--- config.mk ---
export PLATFORM = sky130hd
export DESIGN_NAME = turing_machine_stepper
export DESIGN_NICKNAME = d
export VERILOG_FILES = /design/src/sv/tms_pkg.sv /design/src/sv/turing_machine_stepper.sv /design/src/sv/tms_ram.sv /design/src/sv/tms_ctrl.sv /design/src/sv/tms_datapath.sv
export SDC_FILE = /design/constraint.sdc
export NUM_CORES = 1
export LEC_CHECK = 0
export BUFFER_PORTS_ARGS = -buffer_cell sky130_fd_sc_hd__buf_2
export CORE_MARGIN = 4
export CORE_UTILIZATION = 25
export CTS_CLUSTER_SIZE = 20
export DETAILED_ROUTE_END_ITERATION = 6
export SLEW_MARGIN = 20
export SYNTH_ARGS = -nofsm -noshare
export SYNTH_HDL_FRONTEND = slang
export SYNTH_HIERARCHICAL = 1
export SYNTH_SLANG_ARGS = --single-unit
--- constraint.sdc ---
create_clock -name clk -period 8 [get_ports clk]
set_clock_uncertainty 0.05 [all_clocks]
set_input_delay 0.4 -clock clk [delete_from_list [all_inputs] [get_ports clk]]
set_output_delay 0.4 -clock clk [all_outputs]
set_load 0.02 [all_outputs]
--- src/sv/tms_pkg.sv ---
// ----------------------------------------------------------------------------
// tms_pkg: shared types and codes of the Turing machine stepper
// Request kinds, result status codes, head moves, register map and the
// command and status groups between controller and datapath.
// ----------------------------------------------------------------------------
package tms_pkg;

  typedef enum logic [1:0] {
    FUNC_RULE    = 2'd0,
    FUNC_APPEND  = 2'd1,
    FUNC_RESTART = 2'd2,
    FUNC_STEP    = 2'd3
  } func_t;

  typedef enum logic [2:0] {
    STAT_DONE     = 3'd0,
    STAT_STEPPED  = 3'd1,
    STAT_ACCEPTED = 3'd2,
    STAT_NO_RULE  = 3'd3,
    STAT_OFF_TAPE = 3'd4,
    STAT_FULL     = 3'd5
  } status_t;

  localparam logic [1:0] MOVE_LEFT  = 2'd0;
  localparam logic [1:0] MOVE_RIGHT = 2'd1;

  localparam logic [1:0] REG_START_STATE  = 2'd0;
  localparam logic [1:0] REG_ACCEPT_STATE = 2'd1;
  localparam logic [1:0] REG_BLANK_SYMBOL = 2'd2;

  localparam int RULE_W = 8;

  typedef enum logic {
    CTRL_IDLE = 1'b0,
    CTRL_EXEC = 1'b1
  } ctrl_state_t;

  typedef struct packed {
    logic accept;
    logic execute;
  } tms_cmd_t;

  typedef struct packed {
    logic out_free;
  } tms_stat_t;

endpackage

--- src/sv/turing_machine_stepper.sv ---
// ----------------------------------------------------------------------------
// turing_machine_stepper: single-tape Turing machine, one request at a time
// Requests arrive on the s_ stream: s_tuser selects the kind (write rule,
// append tape symbol, restart, one step) and s_tdata carries the rule and
// symbol fields. Every request yields exactly one result on the m_ stream
// with the status, the machine state, the head cell and the symbol seen.
// A request is taken in the idle state and carried out once the result
// register is free, where the tape cell under the head and the rule lanes of
// the current state, read together from their RAMs, are combined; the result
// is registered there. No new request is taken while one waits to be carried
// out. While a result waits in the output register the next request is still
// taken, and it is carried out once the receiver has taken the pending result;
// a stalled receiver thus holds the block after one request. Reset clears all
// rules, the tape marks and the halt flag, sets the head and load position to
// the middle cell and loads the configuration defaults. The APB port writes
// start state, accept state and blank symbol at addresses 0, 4 and 8; the user
// must write it only while the block is idle; the block does not enforce this.
// ----------------------------------------------------------------------------
module turing_machine_stepper #(
  parameter int TAPE_CELLS   = 64,
  parameter int STATE_COUNT  = 16,
  parameter int SYMBOL_COUNT = 4
) (
  input  logic        clk,
  input  logic        rst,
  input  logic        s_tvalid,
  output logic        s_tready,
  // rule_state[3:0], rule_symbol[5:4], rule_next_state[9:6],
  // rule_write_symbol[11:10], rule_move[13:12], tape_symbol[15:14]
  input  logic [15:0] s_tdata,
  // func[1:0]
  input  logic [1:0]  s_tuser,
  output logic        m_tvalid,
  input  logic        m_tready,
  // status[2:0], machine_state[6:3], head_position[12:7], symbol_seen[14:13]
  output logic [15:0] m_tdata,
  input  logic        psel,
  input  logic        penable,
  input  logic        pwrite,
  input  logic [3:0]  paddr,
  input  logic [31:0] pwdata,
  output logic [31:0] prdata,
  output logic        pready
);

  tms_pkg::tms_cmd_t  cmd;
  tms_pkg::tms_stat_t stat;

  assign pready = 1'b1;

  tms_ctrl u_ctrl (
    .clk     (clk),
    .rst     (rst),
    .s_tvalid(s_tvalid),
    .s_tready(s_tready),
    .stat    (stat),
    .cmd     (cmd)
  );

  tms_datapath #(
    .TAPE_CELLS  (TAPE_CELLS),
    .STATE_COUNT (STATE_COUNT),
    .SYMBOL_COUNT(SYMBOL_COUNT)
  ) u_datapath (
    .clk     (clk),
    .rst     (rst),
    .cmd     (cmd),
    .stat    (stat),
    .s_tdata (s_tdata),
    .s_tuser (s_tuser),
    .m_tvalid(m_tvalid),
    .m_tready(m_tready),
    .m_tdata (m_tdata),
    .psel    (psel),
    .penable (penable),
    .pwrite  (pwrite),
    .paddr   (paddr),
    .pwdata  (pwdata),
    .prdata  (prdata)
  );

endmodule

--- src/sv/tms_ram.sv ---
// ----------------------------------------------------------------------------
// tms_ram: generic single-write, single-read RAM
// One write port and one read port with registered read data.
// ----------------------------------------------------------------------------
module tms_ram #(
  parameter int WIDTH = 8,
  parameter int DEPTH = 16
) (
  input  logic                     clk,
  input  logic                     we,
  input  logic [$clog2(DEPTH)-1:0] waddr,
  input  logic [WIDTH-1:0]         wdata,
  input  logic                     re,
  input  logic [$clog2(DEPTH)-1:0] raddr,
  output logic [WIDTH-1:0]         rdata
);

  logic [WIDTH-1:0] mem [DEPTH];

  always_ff @(posedge clk) begin
    if (we) begin
      mem[waddr] <= wdata;
    end
    if (re) begin
      rdata <= mem[raddr];
    end
  end

endmodule

--- src/sv/tms_ctrl.sv ---
// ----------------------------------------------------------------------------
// tms_ctrl: request sequencer of the Turing machine stepper
// Takes a request in the idle state, then has the datapath carry it out as
// soon as the result register is free.
// ----------------------------------------------------------------------------
module tms_ctrl (
  input  logic                clk,
  input  logic                rst,
  input  logic                s_tvalid,
  output logic                s_tready,
  input  tms_pkg::tms_stat_t  stat,
  output tms_pkg::tms_cmd_t   cmd
);

  tms_pkg::ctrl_state_t state;
  tms_pkg::ctrl_state_t state_next;

  always_ff @(posedge clk) begin
    if (rst) begin
      state <= tms_pkg::CTRL_IDLE;
    end else begin
      state <= state_next;
    end
  end

  always_comb begin
    state_next = state;
    case (state)
      tms_pkg::CTRL_IDLE: begin
        if (s_tvalid) begin
          state_next = tms_pkg::CTRL_EXEC;
        end
      end
      tms_pkg::CTRL_EXEC: begin
        if (stat.out_free) begin
          state_next = tms_pkg::CTRL_IDLE;
        end
      end
      default: begin
        state_next = tms_pkg::CTRL_IDLE;
      end
    endcase
  end

  always_comb begin
    s_tready    = 1'b0;
    cmd.accept  = 1'b0;
    cmd.execute = 1'b0;
    case (state)
      tms_pkg::CTRL_IDLE: begin
        s_tready   = 1'b1;
        cmd.accept = s_tvalid;
      end
      tms_pkg::CTRL_EXEC: begin
        cmd.execute = stat.out_free;
      end
      default: begin
        s_tready = 1'b0;
      end
    endcase
  end

endmodule

--- src/sv/tms_datapath.sv ---
// ----------------------------------------------------------------------------
// tms_datapath: tape, rule table, machine registers and result register
// Holds the configuration registers, the tape RAM with its written marks,
// one rule RAM lane per symbol with valid bits, and the output register.
// ----------------------------------------------------------------------------
module tms_datapath #(
  parameter int TAPE_CELLS   = 64,
  parameter int STATE_COUNT  = 16,
  parameter int SYMBOL_COUNT = 4
) (
  input  logic               clk,
  input  logic               rst,
  input  tms_pkg::tms_cmd_t  cmd,
  output tms_pkg::tms_stat_t stat,
  input  logic [15:0]        s_tdata,
  input  logic [1:0]         s_tuser,
  output logic               m_tvalid,
  input  logic               m_tready,
  output logic [15:0]        m_tdata,
  input  logic               psel,
  input  logic               penable,
  input  logic               pwrite,
  input  logic [3:0]         paddr,
  input  logic [31:0]        pwdata,
  output logic [31:0]        prdata
);

  localparam int HW     = $clog2(TAPE_CELLS);
  localparam int LW     = $clog2(TAPE_CELLS + 1);
  localparam int ST_IW  = $clog2(STATE_COUNT);
  localparam int SYM_IW = $clog2(SYMBOL_COUNT);

  localparam logic [HW-1:0]       HEAD_MID   = HW'(TAPE_CELLS / 2);
  localparam logic [HW-1:0]       HEAD_LAST  = HW'(TAPE_CELLS - 1);
  localparam logic [LW-1:0]       LOAD_MID   = LW'(TAPE_CELLS / 2);
  localparam logic [LW-1:0]       LOAD_END   = LW'(TAPE_CELLS);
  localparam logic [ST_IW+3:0]    ST_LIMIT   = (ST_IW + 4)'(STATE_COUNT);
  localparam logic [SYM_IW+1:0]   SYM_LIMIT  = (SYM_IW + 2)'(SYMBOL_COUNT);

  logic [3:0] start_state;
  logic [3:0] accept_state;
  logic [1:0] blank_symbol;

  tms_pkg::func_t func;
  logic [3:0]     rule_state;
  logic [1:0]     rule_symbol;
  logic [3:0]     rule_next_state;
  logic [1:0]     rule_write_symbol;
  logic [1:0]     rule_move;
  logic [1:0]     tape_symbol;

  logic [3:0]              current_state;
  logic [HW-1:0]           head;
  logic [LW-1:0]           load_position;
  logic                    halted;
  logic [TAPE_CELLS-1:0]   cell_written;
  logic [SYMBOL_COUNT-1:0] rule_valid [STATE_COUNT];

  logic [1:0]            tape_rd;
  logic [tms_pkg::RULE_W-1:0] lane_rd [SYMBOL_COUNT];

  logic [3:0]            state_next;
  logic [HW-1:0]         head_next;
  logic [LW-1:0]         load_position_next;
  logic                  halted_next;
  logic                  tape_we;
  logic [HW-1:0]         tape_waddr;
  logic [1:0]            tape_wdata;
  logic                  mark_set;
  tms_pkg::status_t      status;
  logic [1:0]            seen;
  logic                  rule_found;
  logic                  rule_store;
  logic [tms_pkg::RULE_W-1:0] rule_sel;
  logic [ST_IW+3:0]      cur_ext;
  logic [SYM_IW+1:0]     seen_ext;
  logic [ST_IW+3:0]      wr_st_ext;
  logic [SYM_IW+1:0]     wr_sym_ext;
  logic [HW+5:0]         head_ext;

  // Configuration registers.
  always_ff @(posedge clk) begin
    if (rst) begin
      start_state  <= 4'd0;
      accept_state <= 4'd15;
      blank_symbol <= 2'd0;
    end else if (psel && penable && pwrite) begin
      case (paddr[3:2])
        tms_pkg::REG_START_STATE:  start_state  <= pwdata[3:0];
        tms_pkg::REG_ACCEPT_STATE: accept_state <= pwdata[3:0];
        tms_pkg::REG_BLANK_SYMBOL: blank_symbol <= pwdata[1:0];
        default: begin
        end
      endcase
    end
  end

  always_comb begin
    case (paddr[3:2])
      tms_pkg::REG_START_STATE:  prdata = {28'd0, start_state};
      tms_pkg::REG_ACCEPT_STATE: prdata = {28'd0, accept_state};
      tms_pkg::REG_BLANK_SYMBOL: prdata = {30'd0, blank_symbol};
      default:                   prdata = 32'd0;
    endcase
  end

  // Request capture.
  always_ff @(posedge clk) begin
    if (cmd.accept) begin
      func              <= tms_pkg::func_t'(s_tuser);
      rule_state        <= s_tdata[3:0];
      rule_symbol       <= s_tdata[5:4];
      rule_next_state   <= s_tdata[9:6];
      rule_write_symbol <= s_tdata[11:10];
      rule_move         <= s_tdata[13:12];
      tape_symbol       <= s_tdata[15:14];
    end
  end

  tms_ram #(
    .WIDTH(2),
    .DEPTH(TAPE_CELLS)
  ) u_tape (
    .clk  (clk),
    .we   (tape_we),
    .waddr(tape_waddr),
    .wdata(tape_wdata),
    .re   (cmd.accept),
    .raddr(head),
    .rdata(tape_rd)
  );

  assign cur_ext    = {{ST_IW{1'b0}}, current_state};
  assign wr_st_ext  = {{ST_IW{1'b0}}, rule_state};
  assign wr_sym_ext = {{SYM_IW{1'b0}}, rule_symbol};
  assign rule_store = cmd.execute && (func == tms_pkg::FUNC_RULE) &&
                      (wr_st_ext < ST_LIMIT) && (wr_sym_ext < SYM_LIMIT);

  for (genvar i = 0; i < SYMBOL_COUNT; i++) begin : g_lane
    tms_ram #(
      .WIDTH(tms_pkg::RULE_W),
      .DEPTH(STATE_COUNT)
    ) u_rule (
      .clk  (clk),
      .we   (rule_store && (wr_sym_ext[SYM_IW-1:0] == SYM_IW'(i))),
      .waddr(wr_st_ext[ST_IW-1:0]),
      .wdata({rule_next_state, rule_write_symbol, rule_move}),
      .re   (cmd.accept),
      .raddr(cur_ext[ST_IW-1:0]),
      .rdata(lane_rd[i])
    );
  end

  assign seen_ext   = {{SYM_IW{1'b0}}, (cell_written[head] ? tape_rd : blank_symbol)};
  assign rule_found = (cur_ext < ST_LIMIT) && (seen_ext < SYM_LIMIT) &&
                      rule_valid[cur_ext[ST_IW-1:0]][seen_ext[SYM_IW-1:0]];
  assign rule_sel   = lane_rd[seen_ext[SYM_IW-1:0]];

  always_comb begin
    state_next         = current_state;
    head_next          = head;
    load_position_next = load_position;
    halted_next        = halted;
    tape_we            = 1'b0;
    tape_waddr         = head;
    tape_wdata         = rule_sel[3:2];
    mark_set           = 1'b0;
    status             = tms_pkg::STAT_DONE;
    seen               = 2'd0;
    case (func)
      tms_pkg::FUNC_APPEND: begin
        tape_waddr = load_position[HW-1:0];
        tape_wdata = tape_symbol;
        if (load_position >= LOAD_END) begin
          status = tms_pkg::STAT_FULL;
        end else begin
          tape_we            = 1'b1;
          mark_set           = 1'b1;
          load_position_next = load_position + LW'(1);
        end
      end
      tms_pkg::FUNC_RESTART: begin
        state_next         = start_state;
        head_next          = HEAD_MID;
        load_position_next = LOAD_MID;
        halted_next        = 1'b0;
      end
      tms_pkg::FUNC_STEP: begin
        seen = seen_ext[1:0];
        if (current_state == accept_state) begin
          status = tms_pkg::STAT_ACCEPTED;
        end else if (halted) begin
          status = rule_found ? tms_pkg::STAT_OFF_TAPE : tms_pkg::STAT_NO_RULE;
        end else if (!rule_found) begin
          halted_next = 1'b1;
          status      = tms_pkg::STAT_NO_RULE;
        end else if ((rule_sel[1:0] == tms_pkg::MOVE_LEFT && head == '0) ||
                     (rule_sel[1:0] == tms_pkg::MOVE_RIGHT && head == HEAD_LAST)) begin
          halted_next = 1'b1;
          status      = tms_pkg::STAT_OFF_TAPE;
        end else begin
          tape_we    = 1'b1;
          mark_set   = 1'b1;
          state_next = rule_sel[7:4];
          if (rule_sel[1:0] == tms_pkg::MOVE_LEFT) begin
            head_next = head - HW'(1);
          end else if (rule_sel[1:0] == tms_pkg::MOVE_RIGHT) begin
            head_next = head + HW'(1);
          end
          status = (rule_sel[7:4] == accept_state) ? tms_pkg::STAT_ACCEPTED
                                                   : tms_pkg::STAT_STEPPED;
        end
      end
      default: begin
        status = tms_pkg::STAT_DONE;
      end
    endcase
    tape_we = tape_we && cmd.execute;
  end

  // Machine registers.
  always_ff @(posedge clk) begin
    if (rst) begin
      current_state <= 4'd0;
      head          <= HEAD_MID;
      load_position <= LOAD_MID;
      halted        <= 1'b0;
      cell_written  <= '0;
      for (int s = 0; s < STATE_COUNT; s++) begin
        rule_valid[s] <= '0;
      end
    end else if (cmd.execute) begin
      current_state <= state_next;
      head          <= head_next;
      load_position <= load_position_next;
      halted        <= halted_next;
      if (func == tms_pkg::FUNC_RESTART) begin
        cell_written <= '0;
      end else if (mark_set) begin
        cell_written[tape_waddr] <= 1'b1;
      end
      if (rule_store) begin
        rule_valid[wr_st_ext[ST_IW-1:0]][wr_sym_ext[SYM_IW-1:0]] <= 1'b1;
      end
    end
  end

  // Result register.
  assign head_ext      = {6'd0, head_next};
  assign stat.out_free = !m_tvalid || m_tready;

  always_ff @(posedge clk) begin
    if (rst) begin
      m_tvalid <= 1'b0;
    end else if (cmd.execute) begin
      m_tvalid <= 1'b1;
    end else if (m_tready) begin
      m_tvalid <= 1'b0;
    end
  end

  always_ff @(posedge clk) begin
    if (cmd.execute) begin
      m_tdata <= {1'b0, seen, head_ext[5:0], state_next, status};
    end
  end

`ifndef SYNTHESIS
  a_head_on_tape: assert property (@(posedge clk) disable iff (rst)
    head <= HEAD_LAST)
    else $error("head left the tape");

  a_load_bound: assert property (@(posedge clk) disable iff (rst)
    load_position <= LOAD_END)
    else $error("load position beyond the end of the tape");

  a_halt_by_step: assert property (@(posedge clk) disable iff (rst)
    $rose(halted) |-> $past(cmd.execute && func == tms_pkg::FUNC_STEP))
    else $error("machine halted without a step");

  a_result_from_exec: assert property (@(posedge clk) disable iff (rst)
    $rose(m_tvalid) |-> $past(cmd.execute))
    else $error("result appeared without a request");
`endif

endmodule

Word-level counts from Yosys, hierarchy flattened --
Memory sizes are Yosys's and may differ from the RTL's. A register that Yosys moved wholly into a read port is not among the register bits. Cells that the tools add are included.
Storage, ports and cells: logic and storage cells 171, memory bits (writable) 704, register bits after elaboration 127, output and inout bits 51, memories 6
Operators by class: equality and inequality tests 14, bitwise operators 3, $add $sub $neg 3, muxes and demuxes 79, reduce and logical (&&, ||, !) cells 35, order comparisons 12
Memories:
- u_datapath.g_lane[0].u_rule.mem | depth 16, bits a word 8, read ports 1, clocked after memory_dff 1, wr ports 1, line tms_ram.sv:18 | logic [WIDTH-1:0] mem [DEPTH];
- u_datapath.g_lane[1].u_rule.mem | depth 16, bits a word 8, read ports 1, clocked after memory_dff 1, wr ports 1, line tms_ram.sv:18
- u_datapath.g_lane[2].u_rule.mem | depth 16, bits a word 8, read ports 1, clocked after memory_dff 1, wr ports 1, line tms_ram.sv:18
- u_datapath.g_lane[3].u_rule.mem | depth 16, bits a word 8, read ports 1, clocked after memory_dff 1, wr ports 1, line tms_ram.sv:18
- u_datapath.u_tape.mem | depth 64, bits a word 2, read ports 1, clocked after memory_dff 1, wr ports 1, line tms_ram.sv:18
- u_datapath.rule_valid | depth 16, bits a word 4, read ports 1, clocked after memory_dff 1, wr ports 16, line tms_datapath.sv:57 | logic [SYMBOL_COUNT-1:0] rule_valid [STATE_COUNT];
Operators by type and width (number):
- two-way mux 64 bit | 2
- OR 64 bit | 1
- two-way mux 6 bit | 7
- two-way mux 4 bit | 10
- two-way mux 1 bit | 35
- two-way mux 3 bit | 6
- binary-select mux 8 bit (select 2 bit) | 1
- logical AND 1 bit | 16
- two-way mux 8 bit | 2
- < comparator 6 x 7 -> 1 bit, second input constant | 2
- case mux 7 bit (2 select lines) | 1
- < comparator 2 x 3 -> 1 bit, second input constant | 4
- case mux 4 bit (3 select lines) | 1
- case mux 6 bit (2 select lines) | 1
- == test 2 bit, second input constant | 5
- < comparator 4 x 5 -> 1 bit, second input constant | 2
- == test 2 x 1 -> 1 bit, second input constant | 4
- == test 4 bit | 2
- logical NOT 2 bit | 4
- case mux 4 bit (2 select lines) | 1
- AND reduction 2 bit | 4
- nonzero test 2 bit | 4
- adder 7 x 1 -> 7 bit, second input constant | 1
- greater-or-equal comparator 7 bit, second input constant | 1
- other kinds (22) | 29

Logic depth before layout (Yosys ltp) --
depth after elaboration 18, gate-level depth with buffers 17, mapped depth without buffers 13

By module --
The synthesis kept the hierarchy.
By module, submodules not included:
- tms_ram at u_datapath.g_lane[0].u_rule ... | cells each 229, area each 5227.5 sq um, times used 4
- tms_datapath | cells each 1039, area each 9318.9 sq um, times used 1
- tms_ram at u_datapath.u_tape | cells each 324, area each 5417.7 sq um, times used 1
- tms_ctrl | cells each 6, area each 52.6 sq um, times used 1
- turing_machine_stepper | cells each 2, area each 11.3 sq um, times used 1

Worst setup path after synthesis --
Ideal clock, no wire load.
path kind register to register, from reg u_datapath.head[0], to mem u_datapath.u_tape.mem[0][0] (data pin), slack 2.232 ns, clock period less this slack 5.768 ns, stages on the path, launching flop included 13, data required time 7.248 ns, path buffers 3, arrival 5.017 ns, path through dfxtp_1 -> buf_4 -> and2_0 -> buf_4 -> a22oi_1 -> nand4_1 -> nand4_2 -> mux2_2 -> nor2_1 -> buf_2 -> mux2_2 -> o21ai_0 -> o21ai_0
Between the ends: longest elaborated chain between the ends 8
Ends and longest elaborated chain:
- start: declaration | line tms_datapath.sv:53 | logic [HW-1:0] head;
- start signal: assignment | line tms_datapath.sv:234 | head <= head_next;
- binary-select mux 1 bit (select 6 bit) | line tms_datapath.sv:154 | assign seen_ext = {{SYM_IW{1'b0}}, (cell_written[head] ? tape_rd : blank_symbol)};
- two-way mux 1 bit (not written as such) | line tms_datapath.sv:154
- two-way mux 2 bit | line tms_datapath.sv:154
- NOT 2 -> 3 bit (not written as such) | line tms_datapath.sv:157 | assign rule_sel = lane_rd[seen_ext[SYM_IW-1:0]];
- binary-select mux 8 bit (select 2 bit) | line tms_datapath.sv:157
- two-way mux 8 bit (not written as such) (2 in a row) | line tms_datapath.sv:157
- two-way mux 2 bit | line tms_datapath.sv:170 | case (func)
- named net u_datapath.tape_wdata[0] | line tms_datapath.sv:68 | logic [1:0] tape_wdata;
- end: declaration | line tms_ram.sv:18
The timed path passes the listed nets, and every way through them passes these cells. The select of a mux whose other input is x is not followed.

Worst setup path after layout --
from reg u_datapath.head[2], to mem u_datapath.u_tape.mem[252][0] (netlist: u_datapath/u_tape/mem[63][0]) (enable)
Between the ends: longest elaborated chain between the ends 18, elaborated cells between the ends (all ways) 28, classes of those cells 1 x order compare; 2 x eq/ne; 16 x mux; 1 x bitwise; 8 x reduce/logical
Ends and longest elaborated chain:
- binary-select mux 1 bit (select 6 bit) | line tms_datapath.sv:154
- two-way mux 1 bit (not written as such) | line tms_datapath.sv:154
- two-way mux 2 bit | line tms_datapath.sv:154
- NOT 2 -> 3 bit (not written as such) | line tms_datapath.sv:157
- binary-select mux 8 bit (select 2 bit) | line tms_datapath.sv:157
- two-way mux 8 bit (not written as such) (2 in a row) | line tms_datapath.sv:157
- == test 2 x 1 -> 1 bit or logical NOT 2 bit (tied branches) | line tms_datapath.sv:198, tms_datapath.sv:197
- logical AND 1 bit, on equally long branches | line tms_datapath.sv:198, tms_datapath.sv:197
- [... 2 more ...]
- two-way mux 1 bit * | line tms_datapath.sv:194 | end else if (!rule_found) begin
- two-way mux 1 bit * | line tms_datapath.sv:192 | end else if (halted) begin
- two-way mux 1 bit * | line tms_datapath.sv:190 | if (current_state == accept_state) begin
- case mux 1 bit (2 select lines) * | line tms_datapath.sv:170
- logical AND 1 bit * | line tms_datapath.sv:218 | tape_we = tape_we && cmd.execute;
- named net u_datapath.tape_we | line tms_datapath.sv:66 | logic tape_we;
- two-way mux 1 bit * | line tms_ram.sv:21 | if (we) begin
- two-way mux 1 bit (not written as such) * | line tms_ram.sv:22 | mem[waddr] <= wdata;
The timed path passes the listed nets; every way through them passes the cells marked *. The select of a mux whose other input is x is not followed.

==> out/results.ini <==
[finish]
share_of_cells_above_drive_strength_1_pct=16.26
instances_no_fill=4338
layout_common_cells=edfxtp_1 (707), nor2_1 (237), nand2_1 (214)
final.fill_count=14120
design.final.nets=2445
layout_commonest_cell=edfxtp_1
syn_to_final_growth_pct=14.85

[place]
routabilityCongestion=0.8153
dp_hpwl_um=47900
place.detailed.instances=4157
numPortBuffers=51

[worst_hold_path]
timing.hold.worst.start=penable
hold-path-endpoint=u_datapath/blank_symbol[0]
number_of_cells_on_the_worst_hold_path=5
timing.hold.worst.class=primary input to flip-flop

[sta]
top_achievable_clock_speed_mhz=177.6
layout_worst_path_cycle_share_pct=70.38
grt_setup_unrepaired=false
max_slew_vio_count=0
final_hold_viol_count=0
final-setup-viol-count=0
final.min_clock_period_ns=5.630
worst_hold_slack_ns=0.2189
fin_setup_tns_ns=0
maxSlewHeadroom_pct=19.04
worst_slew_pin_tran_ns=1.214

[route]
post-route-drc-count=0
drt-wirelength-per-cell_um=18.41
drt-pass1-iter-count=6
routed_wl_um=79870
post_drt_via_cell_ratio=4.561
num_vias=19790
ant_nets=0
iteration_0_drc_count_of_the_detailed_router=1927

[floorplanning]
floorplan.die.height_um=385.9
fp.dieW_um=385.9
std_cell_rows=138
design.core.area_um2=141800
io-pin-count=112
initial_core_util_pct=25.19
design.die.area_um2=149000

[grt]
grt_pass1_wl_um=120500
globalRouteTotalUtil_pct=10.51
grt_overflow_total=0
grt_start_max_net_pins=100
grt_pass1_vias=19320
grt_antenna_before_repair=0

[clocking]
tritoncts=built
numCtsBuffers=84
cts_root_buf=clkbuf_16
htree_levels=3
cts-root-to-sink-buffers=3
cts_resized=0
cts.clk_slew.worst_paths_ns=0.06
post-cts-setup-buffer-count=0
worstSkewPairLatency_ns=0.67
tritoncts_num_sinks=869

[pwr]
irDropWorstVdd_mv=0.1877
power_density_nw_per_um2=231.7
p_leak_nw=12.86
total_power_w=0.009502

[synthesis]
sequential_element_share_of_the_synthesized_area_pct=68.53
ys.warnings.count=6
post_synth_inst_count=2287
ys_async_sr_fraction_pct=0
netlist_area_pre_place_um2=35710
edff_count_synth=707
synth-seq-cells=869
netlist.top_cell.by_area=edfxtp_1
synth.top_cells.by_area=edfxtp_1 (59%), dfxtp_1 (9.1%), mux4_2 (7.4%)
ys_dominant_reg_cell=edfxtp_1
netlist.area_leader.share_pct=59.45
syn_avg_cell_area_um2=15.61
synth_cell_types=69

[run_status]
status=complete, no violations

[setup_path]
critical_path.reg2reg.startpoint=u_datapath/head[2]
critical_path.max_fanout=17
setup.worst_path.end_class=flip-flop
path_class=flip-flop to flip-flop
reg2reg_depth=13
cp_data_required_time_ns=8.27
worstReg2RegEnd=u_datapath/u_tape/mem[63][0]
cp.arrival_ns=5.90
reg2reg_setup_slack_ns=2.37
category_of_the_worst_setup_path_launch_point=flip-flop

[flow_run]
max-cap-violations=0

[per-stage QoR]
step,cell area (um^2),util [%],setup WS (ns)
floorplan,35820,-,2.232
global placement,37940,26.77,2.363
detailed placement,37940,26.77,2.403
CTS,40980,28.91,2.377
global route,41010,28.93,2.134
finish,41010,28.93,2.370
[worst max-delay path by stage]
stage,start,end,slack [ns],cells after the start
floorplan,u_datapath/head[0],u_datapath/u_tape/mem[0][0],2.23,12
global placement,u_datapath/head[2],u_datapath/u_tape/mem[62][0],2.36,14
detailed placement,u_datapath/head[2],u_datapath/u_tape/mem[6][0],2.40,14
CTS,u_datapath/head[2],u_datapath/u_tape/mem[46][0],2.38,14
global route,u_datapath/head[2],u_datapath/u_tape/mem[62][0],2.13,14
finish,u_datapath/head[2],u_datapath/u_tape/mem[63][0],2.37,13
[area by class of cell]
class	count	area (um^2)	share of cell area [%]
inverters	23	86.33	0.2105
flip-flops and latches	869	24490	59.70
multi-input cells	1274	10360	25.27
clock buffers	101	2258	5.507
well taps	1890	2365	5.766
diodes	1	2.502	0.006101
repair buffers	125	900.9	2.197
clock inverters	55	550.5	1.342
[state kept, by name, summed over array words and instances (netlist names), 4 cells and up, named ones only]
signal,cells
u_datapath/accept_state,4
u_datapath/cell_written,64
u_datapath/current_state,4
u_datapath/g_lane.u_rule/mem,512
u_datapath/g_lane.u_rule/rdata,32
u_datapath/head,6
u_datapath/load_position,7
u_datapath/m_tdata,15
u_datapath/rule_next_state,4
u_datapath/rule_state,4
u_datapath/rule_valid,64
u_datapath/start_state,4
u_datapath/u_tape/mem,128
[routing by layer]
metal	global-route usage, %	share of wire [%]
met1	15.22	46
met2	16.00	45
met3	2.220	7.0
met4	2.638	1.9
met5	0	0
[critical path: stages (launching register included)]
cell	delay, ns
dfxtp_1	0.79
buf_4	0.33
or2_2	0.21
a21oi_1	0.06
nand3_1	0.15
nand4_2	0.33
mux2_2	0.39
a211o_1	0.28
and3_1	0.18
a221o_1	0.46
or3_1	0.56
a21oi_1	0.43
nand4_1	0.65
nor2_1	0.38
[logic make-up (layout without fill, tap and decap cells)]
logic type | count (synthesis) | count (layout) | share of synthesized area (%)
xor gates and xnor gates | 14 | 14 | 0.3434
muxes | 274 | 274 | 14.39
and+or+nand+nor | 642 | 642 | 8.073
buffers and inverters | 172 | 304 | 2.898
AOI/OAI and AO/OA | 307 | 307 | 5.501
adders and majority gates | 7 | 7 | 0.2453
DFF | 869 | 869 | 68.53
other | 2 | 31 | 0.02103
[cells in the mapped netlist (5+ instances only)]
master           instances
a22o_1                   5
nand3_1                 32
mux2i_1                 85
xor2_1                   6
a21o_1                   5
o21ai_0                 23
nand2b_1                22
nand4b_1                 5
edfxtp_1               707
nand2_1                214
buf_6                   20
nor2_1                 239
nand3b_1                13
nand4_1                 13
a21oi_1                 76
dfxtp_1                162
buf_4                   37
or3b_2                   6
and2_1                  11
o211ai_1                 5
and3_1                   6
clkdlybuf4s25_2         12
o21ai_1                 64
mux4_1                  56
mux2_2                  16
xnor2_1                  8
clkbuf_1                56
buf_2                   20
mux4_2                 117
inv_1                   23
ha_1                     7
nor3_1                  35
nor2b_1                 19
a22oi_1                 88
[where the power goes]
group / switching (W) / leakage (nW) / internal [W]
registers: 0.0000492 / 7.70 / 0.00495
clock network: 0.00174 / 1.39 / 0.00229
logic: 0.000314 / 3.76 / 0.000163
total: 0.00210 / 12.9 / 0.00740
[timing repair]
action | 4_1_cts | 5_1_grt
setup endpoints to repair | 0 | 0
hold endpoints to repair | 29 | 0
hold buffers | 23 | 0
Note: power is estimated with default switching activity, not from simulation.
